`config.mk`:
```
export PLATFORM = sky130hd
export DESIGN_NAME = line_command_switch_parser
export DESIGN_NICKNAME = d
export VERILOG_FILES = /design/src/hw/rtl/lcsp_pkg.sv /design/src/hw/rtl/lcsp_ram.sv /design/src/hw/rtl/lcsp_scan.sv /design/src/hw/rtl/line_command_switch_parser.sv
export SDC_FILE = /design/constraint.sdc
export NUM_CORES = 2
export LEC_CHECK = 0
export BUFFER_PORTS_ARGS = -buffer_cell sky130_fd_sc_hd__buf_2
export CAP_MARGIN = 20
export CORE_UTILIZATION = 32
export DETAILED_ROUTE_END_ITERATION = 12
export PLACE_DENSITY = 0.55
export SYNTH_ARGS = -nofsm -noshare
export SYNTH_HDL_FRONTEND = slang
export SYNTH_HIERARCHICAL = 1
export SYNTH_SLANG_ARGS = --single-unit
```
`constraint.sdc`:
```
create_clock -name i_clk -period 4.65 [get_ports i_clk]
set_input_delay 0.93 -clock i_clk [delete_from_list [all_inputs] [get_ports i_clk]]
set_output_delay 0.93 -clock i_clk [all_outputs]
set_load 0.005 [all_outputs]
```
`src/hw/rtl/lcsp_pkg.sv`:
```
// Shared types, character codes and key strings for the line command switch parser.
package lcsp_pkg;

    typedef enum logic [1:0] {
        S_IDLE,
        S_SCAN,
        S_APPLY
    } t_state;

    typedef struct packed {
        logic busy;
        logic done;
    } t_scan_stat;

    typedef struct packed {
        logic [7:0] lamp;
        logic [7:0] fan;
        logic [7:0] alarm;
    } t_sw_vals;

    localparam logic [7:0] CHAR_PLUS  = 8'h2B;
    localparam logic [7:0] CHAR_CR    = 8'h0D;
    localparam logic [7:0] CHAR_LF    = 8'h0A;
    localparam logic [7:0] CHAR_ZERO  = 8'h30;
    localparam logic [7:0] CHAR_ONE   = 8'h31;
    localparam logic [7:0] CHAR_QUOTE = 8'h22;
    localparam logic [7:0] CHAR_COLON = 8'h3A;

    localparam int PFX_LEN   = 12;
    localparam int LAMP_LEN  = 17;
    localparam int FAN_LEN   = 12;
    localparam int ALARM_LEN = 14;
    // window spans the key position up to the byte tested for an early CR
    localparam int WIN_LEN   = 19;

    localparam logic [7:0] SCAN_START_RST = 8'd130;

    localparam logic [7:0] PFX_TXT [PFX_LEN] = '{
        CHAR_PLUS, "M", "Q", "T", "T", "S", "U", "B", "R", "E", "C", "V"
    };

    localparam logic [7:0] LAMP_KEY [LAMP_LEN] = '{
        CHAR_QUOTE, "M", "a", "i", "n", "L", "a", "m", "p",
        "S", "w", "i", "t", "c", "h", CHAR_QUOTE, CHAR_COLON
    };

    localparam logic [7:0] FAN_KEY [FAN_LEN] = '{
        CHAR_QUOTE, "F", "a", "n", "S", "w", "i", "t", "c", "h", CHAR_QUOTE, CHAR_COLON
    };

    localparam logic [7:0] ALARM_KEY [ALARM_LEN] = '{
        CHAR_QUOTE, "A", "l", "a", "r", "m",
        "S", "w", "i", "t", "c", "h", CHAR_QUOTE, CHAR_COLON
    };

    // active-low drive: '1' turns on, '0' turns off, anything else holds
    function automatic logic drive_next(logic cur_bit, logic [7:0] val);
        logic res;
        res = cur_bit;
        if (val == CHAR_ONE) begin
            res = 1'b0;
        end else if (val == CHAR_ZERO) begin
            res = 1'b1;
        end
        return res;
    endfunction

endpackage

```
`src/hw/rtl/lcsp_ram.sv`:
```
// Generic single-write, single-read RAM with registered read data.
module lcsp_ram #(
    parameter int WIDTH = 8,
    parameter int DEPTH = 256
) (
    input  logic                     i_clk,
    input  logic                     i_we,
    input  logic [$clog2(DEPTH)-1:0] i_waddr,
    input  logic [WIDTH-1:0]         i_wdata,
    input  logic                     i_re,
    input  logic [$clog2(DEPTH)-1:0] i_raddr,
    output logic [WIDTH-1:0]         o_rdata
);

    logic [WIDTH-1:0] r_mem [DEPTH];
    logic [WIDTH-1:0] r_rdata;

    always_ff @(posedge i_clk) begin
        if (i_we) begin
            r_mem[i_waddr] <= i_wdata;
        end
        if (i_re) begin
            r_rdata <= r_mem[i_raddr];
        end
    end

    assign o_rdata = r_rdata;

endmodule

```
`src/hw/rtl/lcsp_scan.sv`:
```
// Key scan: streams line bytes from the RAM through a window and captures switch values.
module lcsp_scan #(
    parameter int LINE_DEPTH = 256
) (
    input  logic                             i_clk,
    input  logic                             i_rst_n,
    input  logic                             i_go,
    input  logic [((($clog2(LINE_DEPTH) > 8) ? $clog2(LINE_DEPTH) : 8) + 1)-1:0] i_first,
    input  logic [((($clog2(LINE_DEPTH) > 8) ? $clog2(LINE_DEPTH) : 8) + 1)-1:0] i_cr,
    output logic                             o_rd_en,
    output logic [$clog2(LINE_DEPTH)-1:0]    o_rd_addr,
    input  logic [7:0]                       i_rd_data,
    output lcsp_pkg::t_scan_stat             o_stat,
    output lcsp_pkg::t_sw_vals               o_vals
);

    localparam int AW = $clog2(LINE_DEPTH);
    localparam int PW = ((AW > 8) ? AW : 8) + 1;
    localparam int CW = $clog2(lcsp_pkg::WIN_LEN);
    localparam logic [CW-1:0] CNT_FULL = CW'(lcsp_pkg::WIN_LEN - 1);

    logic               r_busy;
    logic [PW-1:0]      r_pos;
    logic [PW-1:0]      r_cr;
    logic               r_rd_vld;
    logic               r_stop;
    logic [CW-1:0]      r_cnt;
    logic [7:0]         r_win [lcsp_pkg::WIN_LEN];
    lcsp_pkg::t_sw_vals r_vals;

    logic               issue;
    logic               finish;
    logic               full;
    logic [7:0]         w [lcsp_pkg::WIN_LEN];
    logic               lamp_hit;
    logic               fan_hit;
    logic               alarm_hit;
    logic               hit_cr;

    assign issue  = r_busy && !r_stop && (r_pos < r_cr);
    assign finish = r_busy && !issue && !r_rd_vld;
    assign full   = (r_cnt == CNT_FULL);

    // window as it stands with the returning byte shifted in at the top
    always_comb begin
        for (int k = 0; k < lcsp_pkg::WIN_LEN - 1; k++) begin
            w[k] = r_win[k + 1];
        end
        w[lcsp_pkg::WIN_LEN - 1] = i_rd_data;
    end

    always_comb begin
        lamp_hit  = 1'b1;
        fan_hit   = 1'b1;
        alarm_hit = 1'b1;
        for (int k = 0; k < lcsp_pkg::LAMP_LEN; k++) begin
            lamp_hit = lamp_hit && (w[k] == lcsp_pkg::LAMP_KEY[k]);
        end
        for (int k = 0; k < lcsp_pkg::FAN_LEN; k++) begin
            fan_hit = fan_hit && (w[k] == lcsp_pkg::FAN_KEY[k]);
        end
        for (int k = 0; k < lcsp_pkg::ALARM_LEN; k++) begin
            alarm_hit = alarm_hit && (w[k] == lcsp_pkg::ALARM_KEY[k]);
        end
        hit_cr = (w[lcsp_pkg::WIN_LEN - 1] == lcsp_pkg::CHAR_CR);
    end

    always_ff @(posedge i_clk) begin
        if (!i_rst_n) begin
            r_busy      <= 1'b0;
            r_rd_vld    <= 1'b0;
            r_stop      <= 1'b0;
            r_cnt       <= '0;
            r_vals.lamp  <= lcsp_pkg::CHAR_ZERO;
            r_vals.fan   <= lcsp_pkg::CHAR_ZERO;
            r_vals.alarm <= lcsp_pkg::CHAR_ZERO;
        end else if (i_go) begin
            r_busy   <= 1'b1;
            r_rd_vld <= 1'b0;
            r_stop   <= 1'b0;
            r_cnt    <= '0;
        end else begin
            r_rd_vld <= issue;
            if (finish) begin
                r_busy <= 1'b0;
            end
            if (r_rd_vld) begin
                if (!full) begin
                    r_cnt <= r_cnt + 1'b1;
                end else if (!r_stop) begin
                    // stop at a CR at the far end of the window
                    if (hit_cr) begin
                        r_stop <= 1'b1;
                    end else begin
                        if (lamp_hit) begin
                            r_vals.lamp <= w[lcsp_pkg::LAMP_LEN];
                        end
                        if (fan_hit) begin
                            r_vals.fan <= w[lcsp_pkg::FAN_LEN];
                        end
                        if (alarm_hit) begin
                            r_vals.alarm <= w[lcsp_pkg::ALARM_LEN];
                        end
                    end
                end
            end
        end
    end

    // read position and window data need no reset
    always_ff @(posedge i_clk) begin
        if (i_go) begin
            r_pos <= i_first;
            r_cr  <= i_cr;
        end else if (issue) begin
            r_pos <= r_pos + 1'b1;
        end
        if (r_rd_vld) begin
            for (int k = 0; k < lcsp_pkg::WIN_LEN; k++) begin
                r_win[k] <= w[k];
            end
        end
    end

    assign o_rd_en     = issue;
    assign o_rd_addr   = r_pos[AW-1:0];
    assign o_stat.busy = r_busy;
    assign o_stat.done = finish;
    assign o_vals      = r_vals;

endmodule

```
`src/hw/rtl/line_command_switch_parser.sv`:
```
// Top level: line collection, command detection, key scan control and drive outputs.
//
//   channel   direction  handshake                 payload
//   ------    ---------  ------------------------  ------------------------------------------
//   in        sink       i_in_valid / o_in_stall   i_rx_byte
//   out       source     o_out_valid / i_out_stall o_lamp_drive, o_fan_drive, o_alarm_drive,
//                                                  o_command_applied
//   cfg       sink       i_cfg_valid / o_cfg_ready i_cfg_data (scan_start)
//
// Every received word yields one result word. An ordinary byte is written to the line RAM
// and its result lands in the output register at the same edge.
// A byte that completes a "+MQTTSUBRECV" line starts the key scan, which reads one RAM
// position per cycle from scan_start up to the CR, through the single read port of the
// line RAM.
// Reset (synchronous, active low) clears the fill position, switch values and drives;
// the line RAM needs no clearing, since only positions of the current line are read.
// The input stalls during a scan and while a finished result waits and is stalled.
module line_command_switch_parser #(
    parameter int LINE_DEPTH = 256
) (
    input  logic       i_clk,
    input  logic       i_rst_n,
    // input byte channel
    input  logic       i_in_valid,
    output logic       o_in_stall,
    input  logic [7:0] i_rx_byte,
    // result channel
    output logic       o_out_valid,
    input  logic       i_out_stall,
    output logic       o_lamp_drive,
    output logic       o_fan_drive,
    output logic       o_alarm_drive,
    output logic       o_command_applied,
    // configuration write channel
    input  logic       i_cfg_valid,
    output logic       o_cfg_ready,
    input  logic [7:0] i_cfg_data
);

    localparam int AW = $clog2(LINE_DEPTH);
    localparam int PW = ((AW > 8) ? AW : 8) + 1;
    localparam logic [AW-1:0] FILL_LAST = AW'(LINE_DEPTH - 1);
    localparam logic [AW-1:0] PFX_END   = AW'(lcsp_pkg::PFX_LEN);

    lcsp_pkg::t_state     r_state;
    lcsp_pkg::t_state     n_state;
    logic [AW-1:0]        r_fill;
    logic [AW-1:0]        n_fill;
    logic                 r_pfx;
    logic                 n_pfx;
    logic                 r_prev_cr;
    logic [7:0]           r_scan_start;
    logic [2:0]           r_drv;
    logic [2:0]           n_drv;
    logic                 r_out_valid;
    logic                 n_out_valid;
    logic                 r_applied;
    logic                 n_applied;

    logic                 out_free;
    logic                 in_acc;
    logic                 line_done;
    logic                 is_cmd;
    logic                 first_ok;
    logic                 scan_go;
    logic [PW-1:0]        scan_first;
    logic [PW-1:0]        scan_cr;
    logic                 rd_en;
    logic [AW-1:0]        rd_addr;
    logic [7:0]           rd_data;
    lcsp_pkg::t_scan_stat scan_stat;
    lcsp_pkg::t_sw_vals   sw_vals;

    // output register is free when empty or being taken this cycle
    assign out_free   = !r_out_valid || !i_out_stall;
    assign o_in_stall = !((r_state == lcsp_pkg::S_IDLE) && out_free);
    assign in_acc     = i_in_valid && !o_in_stall;

    // LF right after a CR inside the current line closes it
    assign line_done = (r_fill != '0) && r_prev_cr && (i_rx_byte == lcsp_pkg::CHAR_LF);
    // prefix flag is only complete once all twelve prefix positions are in
    assign is_cmd    = line_done && (r_fill >= PFX_END) && r_pfx;
    // a line only starts on '+'
    assign first_ok  = (r_fill != '0) || (i_rx_byte == lcsp_pkg::CHAR_PLUS);

    assign scan_go    = in_acc && is_cmd;
    assign scan_first = PW'(r_scan_start);
    assign scan_cr    = PW'(r_fill) - 1'b1;

    // fill position and running prefix check
    always_comb begin
        n_fill = r_fill;
        n_pfx  = r_pfx;
        if (in_acc) begin
            if (line_done || !first_ok || (r_fill == FILL_LAST)) begin
                // drop the line: completed, no leading '+', or store full
                n_fill = '0;
            end else begin
                n_fill = r_fill + 1'b1;
            end
            if (r_fill == '0) begin
                n_pfx = (i_rx_byte == lcsp_pkg::CHAR_PLUS);
            end else if (r_fill < PFX_END) begin
                n_pfx = r_pfx && (i_rx_byte == lcsp_pkg::PFX_TXT[r_fill[3:0]]);
            end
        end
    end

    // control: idle accepts bytes, scan walks the line, apply updates the drives
    always_comb begin
        n_state     = r_state;
        n_drv       = r_drv;
        n_applied   = r_applied;
        n_out_valid = r_out_valid && i_out_stall;
        case (r_state)
            lcsp_pkg::S_IDLE: begin
                if (in_acc) begin
                    if (is_cmd) begin
                        n_state = lcsp_pkg::S_SCAN;
                    end else begin
                        // hold drives, report a plain byte
                        n_out_valid = 1'b1;
                        n_applied   = 1'b0;
                    end
                end
            end
            lcsp_pkg::S_SCAN: begin
                if (scan_stat.done) begin
                    n_state = lcsp_pkg::S_APPLY;
                end
            end
            lcsp_pkg::S_APPLY: begin
                if (out_free) begin
                    n_drv[0]    = lcsp_pkg::drive_next(r_drv[0], sw_vals.lamp);
                    n_drv[1]    = lcsp_pkg::drive_next(r_drv[1], sw_vals.fan);
                    n_drv[2]    = lcsp_pkg::drive_next(r_drv[2], sw_vals.alarm);
                    n_out_valid = 1'b1;
                    n_applied   = 1'b1;
                    n_state     = lcsp_pkg::S_IDLE;
                end
            end
            default: begin
                n_state = lcsp_pkg::S_IDLE;
            end
        endcase
    end

    always_ff @(posedge i_clk) begin
        if (!i_rst_n) begin
            r_state      <= lcsp_pkg::S_IDLE;
            r_fill       <= '0;
            r_pfx        <= 1'b0;
            r_prev_cr    <= 1'b0;
            r_scan_start <= lcsp_pkg::SCAN_START_RST;
            r_drv        <= 3'b111;
            r_out_valid  <= 1'b0;
            r_applied    <= 1'b0;
        end else begin
            r_state     <= n_state;
            r_fill      <= n_fill;
            r_pfx       <= n_pfx;
            r_drv       <= n_drv;
            r_out_valid <= n_out_valid;
            r_applied   <= n_applied;
            if (in_acc) begin
                r_prev_cr <= (i_rx_byte == lcsp_pkg::CHAR_CR);
            end
            if (i_cfg_valid) begin
                r_scan_start <= i_cfg_data;
            end
        end
    end

    // line store: written by each accepted byte, read by the key scan
    lcsp_ram #(
        .WIDTH (8),
        .DEPTH (LINE_DEPTH)
    ) u_line_ram (
        .i_clk   (i_clk),
        .i_we    (in_acc),
        .i_waddr (r_fill),
        .i_wdata (i_rx_byte),
        .i_re    (rd_en),
        .i_raddr (rd_addr),
        .o_rdata (rd_data)
    );

    lcsp_scan #(
        .LINE_DEPTH (LINE_DEPTH)
    ) u_scan (
        .i_clk     (i_clk),
        .i_rst_n   (i_rst_n),
        .i_go      (scan_go),
        .i_first   (scan_first),
        .i_cr      (scan_cr),
        .o_rd_en   (rd_en),
        .o_rd_addr (rd_addr),
        .i_rd_data (rd_data),
        .o_stat    (scan_stat),
        .o_vals    (sw_vals)
    );

    assign o_out_valid       = r_out_valid;
    assign o_lamp_drive      = r_drv[0];
    assign o_fan_drive       = r_drv[1];
    assign o_alarm_drive     = r_drv[2];
    assign o_command_applied = r_applied;
    assign o_cfg_ready       = 1'b1;

endmodule
```
Word-level counts from Yosys, hierarchy flattened
Memories as Yosys holds them, arrays and structs flattened. A register that Yosys moved wholly into a read port is not among the register bits.
Index checks and enable logic that the tools add are counted.
W data, S select, Z words.
Cells by class
  add/sub/neg operators: 4
  order comparisons: 4
  eq/ne operators: 60
  multiplexer cells: 34
  bitwise gates (word level): 6
  reduce and logical (&&, ||, !) cells: 86
Operator list (number)
  $eq A8 B7 Y1 const B: 33
  $eq A8 B6 Y1 const B: 14
  $logic_and A1 B1 Y1: 53
  $mux W8: 5
  $eq A8 B4 Y1 const B: 3
  $mux W1: 22
  $reduce_and A6 Y1: 3
  $reduce_bool A2 Y1: 7
  $add A9 B1 Y9 const B: 1
  $lt A9 B9 Y1: 1
  $reduce_and A3 Y1: 3
  $sub A8 B1 Y9 const B: 1
  $add A8 B1 Y8 const B: 1
  $eq A8 B8 Y1: 1
  $eq A8 B8 Y1 const B: 1
  $ge A8 B4 Y1 const B: 1
  $logic_not A8 Y1: 1
  $lt A8 B4 Y1 const B: 1
  $mux W2: 4
  $ne A2 B2 Y1 const B: 4
  $reduce_and A4 Y1: 2
  $reduce_bool A8 Y1: 1
  $logic_not A1 Y1: 7
  $pmux W2 S3: 1
  13 further kinds: 23
Word-level totals
  register bits: 75
  RAM bits: 2200
  bits in read-only memories: 128
  input bits: 21
  logic and storage cells: 217
  memories: 3
Memory list
  u_line_ram.r_mem: depth 256, bits a word 8, read ports 1, clocked after memory_dff 1, write ports 1, RTL line lcsp_ram.sv:15  | logic [WIDTH-1:0] r_mem [DEPTH];
  u_scan.r_win: depth 19, bits a word 8, read ports 18, clocked after memory_dff 0, write ports 19, RTL line lcsp_scan.sv:28  | logic [7:0] r_win [lcsp_pkg::WIN_LEN];
  (name not given): depth 16, bits a word 8, read ports 1, clocked after memory_dff 0, write ports 0, RTL line line_command_switch_parser.sv:104  | n_pfx = r_pfx && (i_rx_byte == lcsp_pkg::PFX_TXT[r_fill[3:0]]);

Logic depth before layout (Yosys ltp)
An unclocked memory read counts as a cell.
  depth after elaboration: 19
  gate-level depth with buffers: 12
  depth with buffers taken out: 10

Modules after synthesis
The synthesis kept the hierarchy.
Modules (own cells, without submodules)
  lcsp_ram: times used 1, cells an instance 3733, area each 79636.4 µm², seq. area each 61739.2 µm²
  lcsp_scan: times used 1, cells an instance 501, area each 7644.8 µm², seq. area each 5505.3 µm²
  line_command_switch_parser: times used 1, cells an instance 198, area each 1650.3 µm², seq. area each 500.5 µm²

Worst setup path before layout
OpenSTA, ideal clock, no wires.
  kind: reg2reg
  start point: reg u_scan.r_rd_vld
  end point: reg u_scan.r_vals, in the netlist u_scan/o_vals[10]
  arrival time: 4.925 ns
  required time: 4.518 ns
  path slack: -0.407 ns
  stages on the path, launching flop included: 8
  buffers on the path: 3
  cell sequence: dfxtp_1 -> clkbuf_1 -> nand4_1 -> or3_1 -> buf_1 -> clkbuf_1 -> o31ai_1 -> a21oi_1
Between the ends
  cells in the longest elaborated chain, start to end: 1
Ends and longest elaborated chain
  from (decl): RTL line lcsp_scan.sv:25  | logic r_rd_vld;
  from (signal assigned): RTL line lcsp_scan.sv:83  | r_rd_vld <= issue;
  $reduce_and A6 Y1 (no source line)
  to (decl): RTL line lcsp_scan.sv:29  | lcsp_pkg::t_sw_vals r_vals;
No other way between the ends.
A chain may end at the register's enable or synchronous reset.

Worst setup path after layout
  start point: reg u_scan.r_pos[0]
  end point: reg u_line_ram.r_rdata[6] (netlist: u_line_ram/o_rdata[6]), read port of u_line_ram.r_mem (data pin)
Between the ends
  cells in the longest elaborated chain, start to end: 2
Ends and longest elaborated chain
  from (decl): RTL line lcsp_scan.sv:23  | logic [PW-1:0] r_pos;
  from (signal assigned): RTL line lcsp_scan.sv:113  | r_pos <= i_first;
  from (signal assigned): RTL line lcsp_scan.sv:116  | r_pos <= r_pos + 1'b1;
  $lt A9 B9 Y1: RTL line lcsp_scan.sv:40  | assign issue = r_busy && !r_stop && (r_pos < r_cr);
  $logic_and A1 B1 Y1: RTL line lcsp_scan.sv:40
  to (decl): RTL line lcsp_ram.sv:16  | logic [WIDTH-1:0] r_rdata;
Parallel ways exist; a longest one is shown, timed or not.

==> results.sh <==
export IMPL_required_ns=5.23
export IMPL_num_nets_final=4832
export IMPL_status="completed"
export IMPL_num_io_pins=28
export IMPL_syn_instance_count=4431
export IMPL_antenna_found_initial=6
export IMPL_grt_max_degree=190
export IMPL_p_int_mw=33.3
export IMPL_power_leakage_nw=31.6
export IMPL_vias=45395
export IMPL_path_common_cell="buf_12"
export IMPL_hold_class="in -> reg"
export IMPL_die_y_um=529
export IMPL_cts_root_buf="clkbuf_16"
export IMPL_syn_area_um2=88900
export IMPL_combPwrFrac_pct=1.0
export IMPL_cts_tree="yes"
export IMPL_die_x_um=529
export IMPL_post_dp_hpwl_um=144000
export IMPL_cpPeakStageDelay_ns=0.92
export IMPL_finalCritPeriodShare_pct=84.7
export IMPL_crit_family="simple AND/OR/NAND/NOR gates"
export IMPL_insertion_delay_ns=0.89
export IMPL_finalWeightedCongestion=0.850
export IMPL_routedWlPerCell_um=26.4
export IMPL_portBuffers=26
export IMPL_syn_area_per_cell_um2=20.1
export IMPL_cp_start_kind="register"
export IMPL_start_util_pct=32.2
export IMPL_power_share_clock_pct=45.1
export IMPL_place_area_um2=95300
export IMPL_tightestPinTransition_ns=1.21
export IMPL_finalSetupViolations=0
export IMPL_yosysWarnings=6
export IMPL_seqPwrFrac_pct=53.9
export IMPL_power_density_nw_per_um2=404
export IMPL_hold_viol_final=0
export IMPL_htreeDepth=4
export IMPL_groute_usage_overall_pct=16.3
export IMPL_drive_above_1_share_pct=24.8
export IMPL_total_power_mw=41.7
export IMPL_path_class="reg -> reg"
export IMPL_fin_tns_setup_ns=0
export IMPL_clockBufferDepth=3
export IMPL_n_fill_cell=25190
export IMPL_endpoint_kind="register"
export IMPL_fmax_mhz=254
export IMPL_critical_path_cell_chain="buf_12, buf_12, buf_4, mux4_2, a22oi_1, a21oi_1, nor3_1, nor4_2"
export IMPL_rsz0062_at_grt="false"
export IMPL_peakVddDrop_mv=0.385
export IMPL_cts_clk_slew_worst_paths_ns=0.07
export IMPL_cp_data_arrival_time_ns=4.52
export IMPL_cp_max_fo=32
export IMPL_wl_um=230000
export IMPL_cts_sinks=2275
export IMPL_fin_hold_ws_ns=0.248
export IMPL_grt_pass1_vias=45348
export IMPL_grt_pass1_wl_um=331000
export IMPL_switching_power_mw=8.35
export IMPL_cts_made_buffers=230
export IMPL_final_antenna_net_count=0
export IMPL_num_rows=193
export IMPL_relSlewSlack_pct=19.6
export IMPL_die_area_um2=280000
export IMPL_drcViolationCount=0
export IMPL_critPathSlowestCell="nor3_1"
export IMPL_routed_via_density=5.21
export IMPL_drt_initial_drc_count=4889
export IMPL_post_cts_setup_buffers=0
export IMPL_period_needed_ns=3.94
export IMPL_final_util_pct=37.3
export IMPL_drv_slew=0
export IMPL_synthToLayoutAreaGrowth_pct=16.0
export IMPL_swShare_pct=20.0
export IMPL_clock_skew_ns=0.0736
export IMPL_cts_hold_buf=0
export IMPL_firstDrtPassIters=6
export IMPL_ctsResizeCount=0
export IMPL_core_um2=276000
export IMPL_path_buf_inv=3
export IMPL_fin_area_um2=103000
export IMPL_drv_cap=0
export IMPL_gr_total_overflow=0
export IMPL_synth_nets=4467
==> registers in the layout, summed over array words and instances, names as in the netlist, 2 cells and up <==
signal	flops
r_drv	3
r_fill	8
r_scan_start	8
r_state	2
u_line_ram/o_rdata	8
u_line_ram/r_mem	2048
u_scan/o_vals	24
u_scan/r_cnt	5
u_scan/r_cr	9
u_scan/r_pos	9
u_scan/r_win	144
==> path summary, 6_finish.rpt <==
| kind | start | slack [ns] | cells after the start | end |
|---|---|---|---|---|
| setup / recovery | u_scan/r_pos[0]$_DFFE_PP_ | 0.71 | 8 | u_line_ram/o_rdata[6]$_DFFE_PP_ |
| hold / removal | i_rx_byte[2] | 0.25 | 1 | u_line_ram/r_mem[90][2]$_DFFE_PP_ |
| setup reg to reg | u_scan/r_pos[0]$_DFFE_PP_ | 0.71 | 8 | u_line_ram/o_rdata[6]$_DFFE_PP_ |
| hold reg to reg | u_scan/r_win[16][1]$_DFFE_PP_ | 0.45 | 0 | u_scan/r_win[15][1]$_DFFE_PP_ |
==> worst register-to-register path, delay by kind of cell, from the launching register on <==
kind                   cells  cell delay, ns
and+or+nand+nor            2            1.06
muxes                      1            0.55
DFF                        1            0.72
AOI/OAI and AO/OA          2            0.40
buffers and inverters      3            0.90
==> cell type report <==
class | instances | area, um^2 | share of cell area (%)
multi-input combinational | 1862 | 19500 | 18.9
clock inverter | 151 | 1700 | 1.64
timing repair buffer | 402 | 3380 | 3.27
inverter | 25 | 93.8 | 0.0910
clock buffer | 287 | 6040 | 5.86
tap | 3705 | 4640 | 4.50
sequential | 2275 | 67700 | 65.7
antenna | 3 | 7.51 | 0.00728
==> stage by stage <==
| stage | setup WS (ns) | cells |
|---|---|---|
| 6_report | 0.711 | 8710 |
| 5_1_grt | 0.666 | 8708 |
| 4_1_cts | 0.560 | 8705 |
| 3_5_place_dp | 0.496 | 8267 |
| 3_3_place_gp | 0.478 | 8266 |
| 2_1_floorplan | 1.10 | 4431 |
==> power by group through the flow <==
stage	clock network (mW)	logic, mW	registers, mW
after floorplan	0	0.0382	22.9
after global placement	0	0.417	22.9
after detailed placement	0	0.438	22.9
after CTS	19.2	0.437	22.5
after global routing	19.9	0.458	22.5
final	18.8	0.421	22.5
==> cells in the final DEF (no fill, tap or decap), types with 17 or more instances in the layout <==
master     instances
clkinv_2          53
nor3_1            27
dfxtp_1           56
nand3_1           44
nand4_1           48
o221ai_1          47
nor4b_1           21
nor2_1           303
nor4bb_1          22
buf_2             18
mux2i_1          148
clkinv_1          44
bufinv_16         28
buf_4            347
a22oi_1          133
nor2b_1           36
and4b_1           17
clkbuf_1          53
a21oi_1          115
nand2_1           79
o21ai_0           33
mux4_2           454
clkbuf_16        233
a211oi_1          17
inv_1             24
nor4_1            40
o22ai_1           30
edfxtp_1        2218
o211ai_1          18
buf_12            27
==> routing by layer <==
layer,track usage [%],wire length (um)
met3,2.64,15300
met4,4.38,5520
met1,23.2,101000
met2,25.8,109000
met5,0,0
Note: power is estimated with default switching activity, not from simulation.
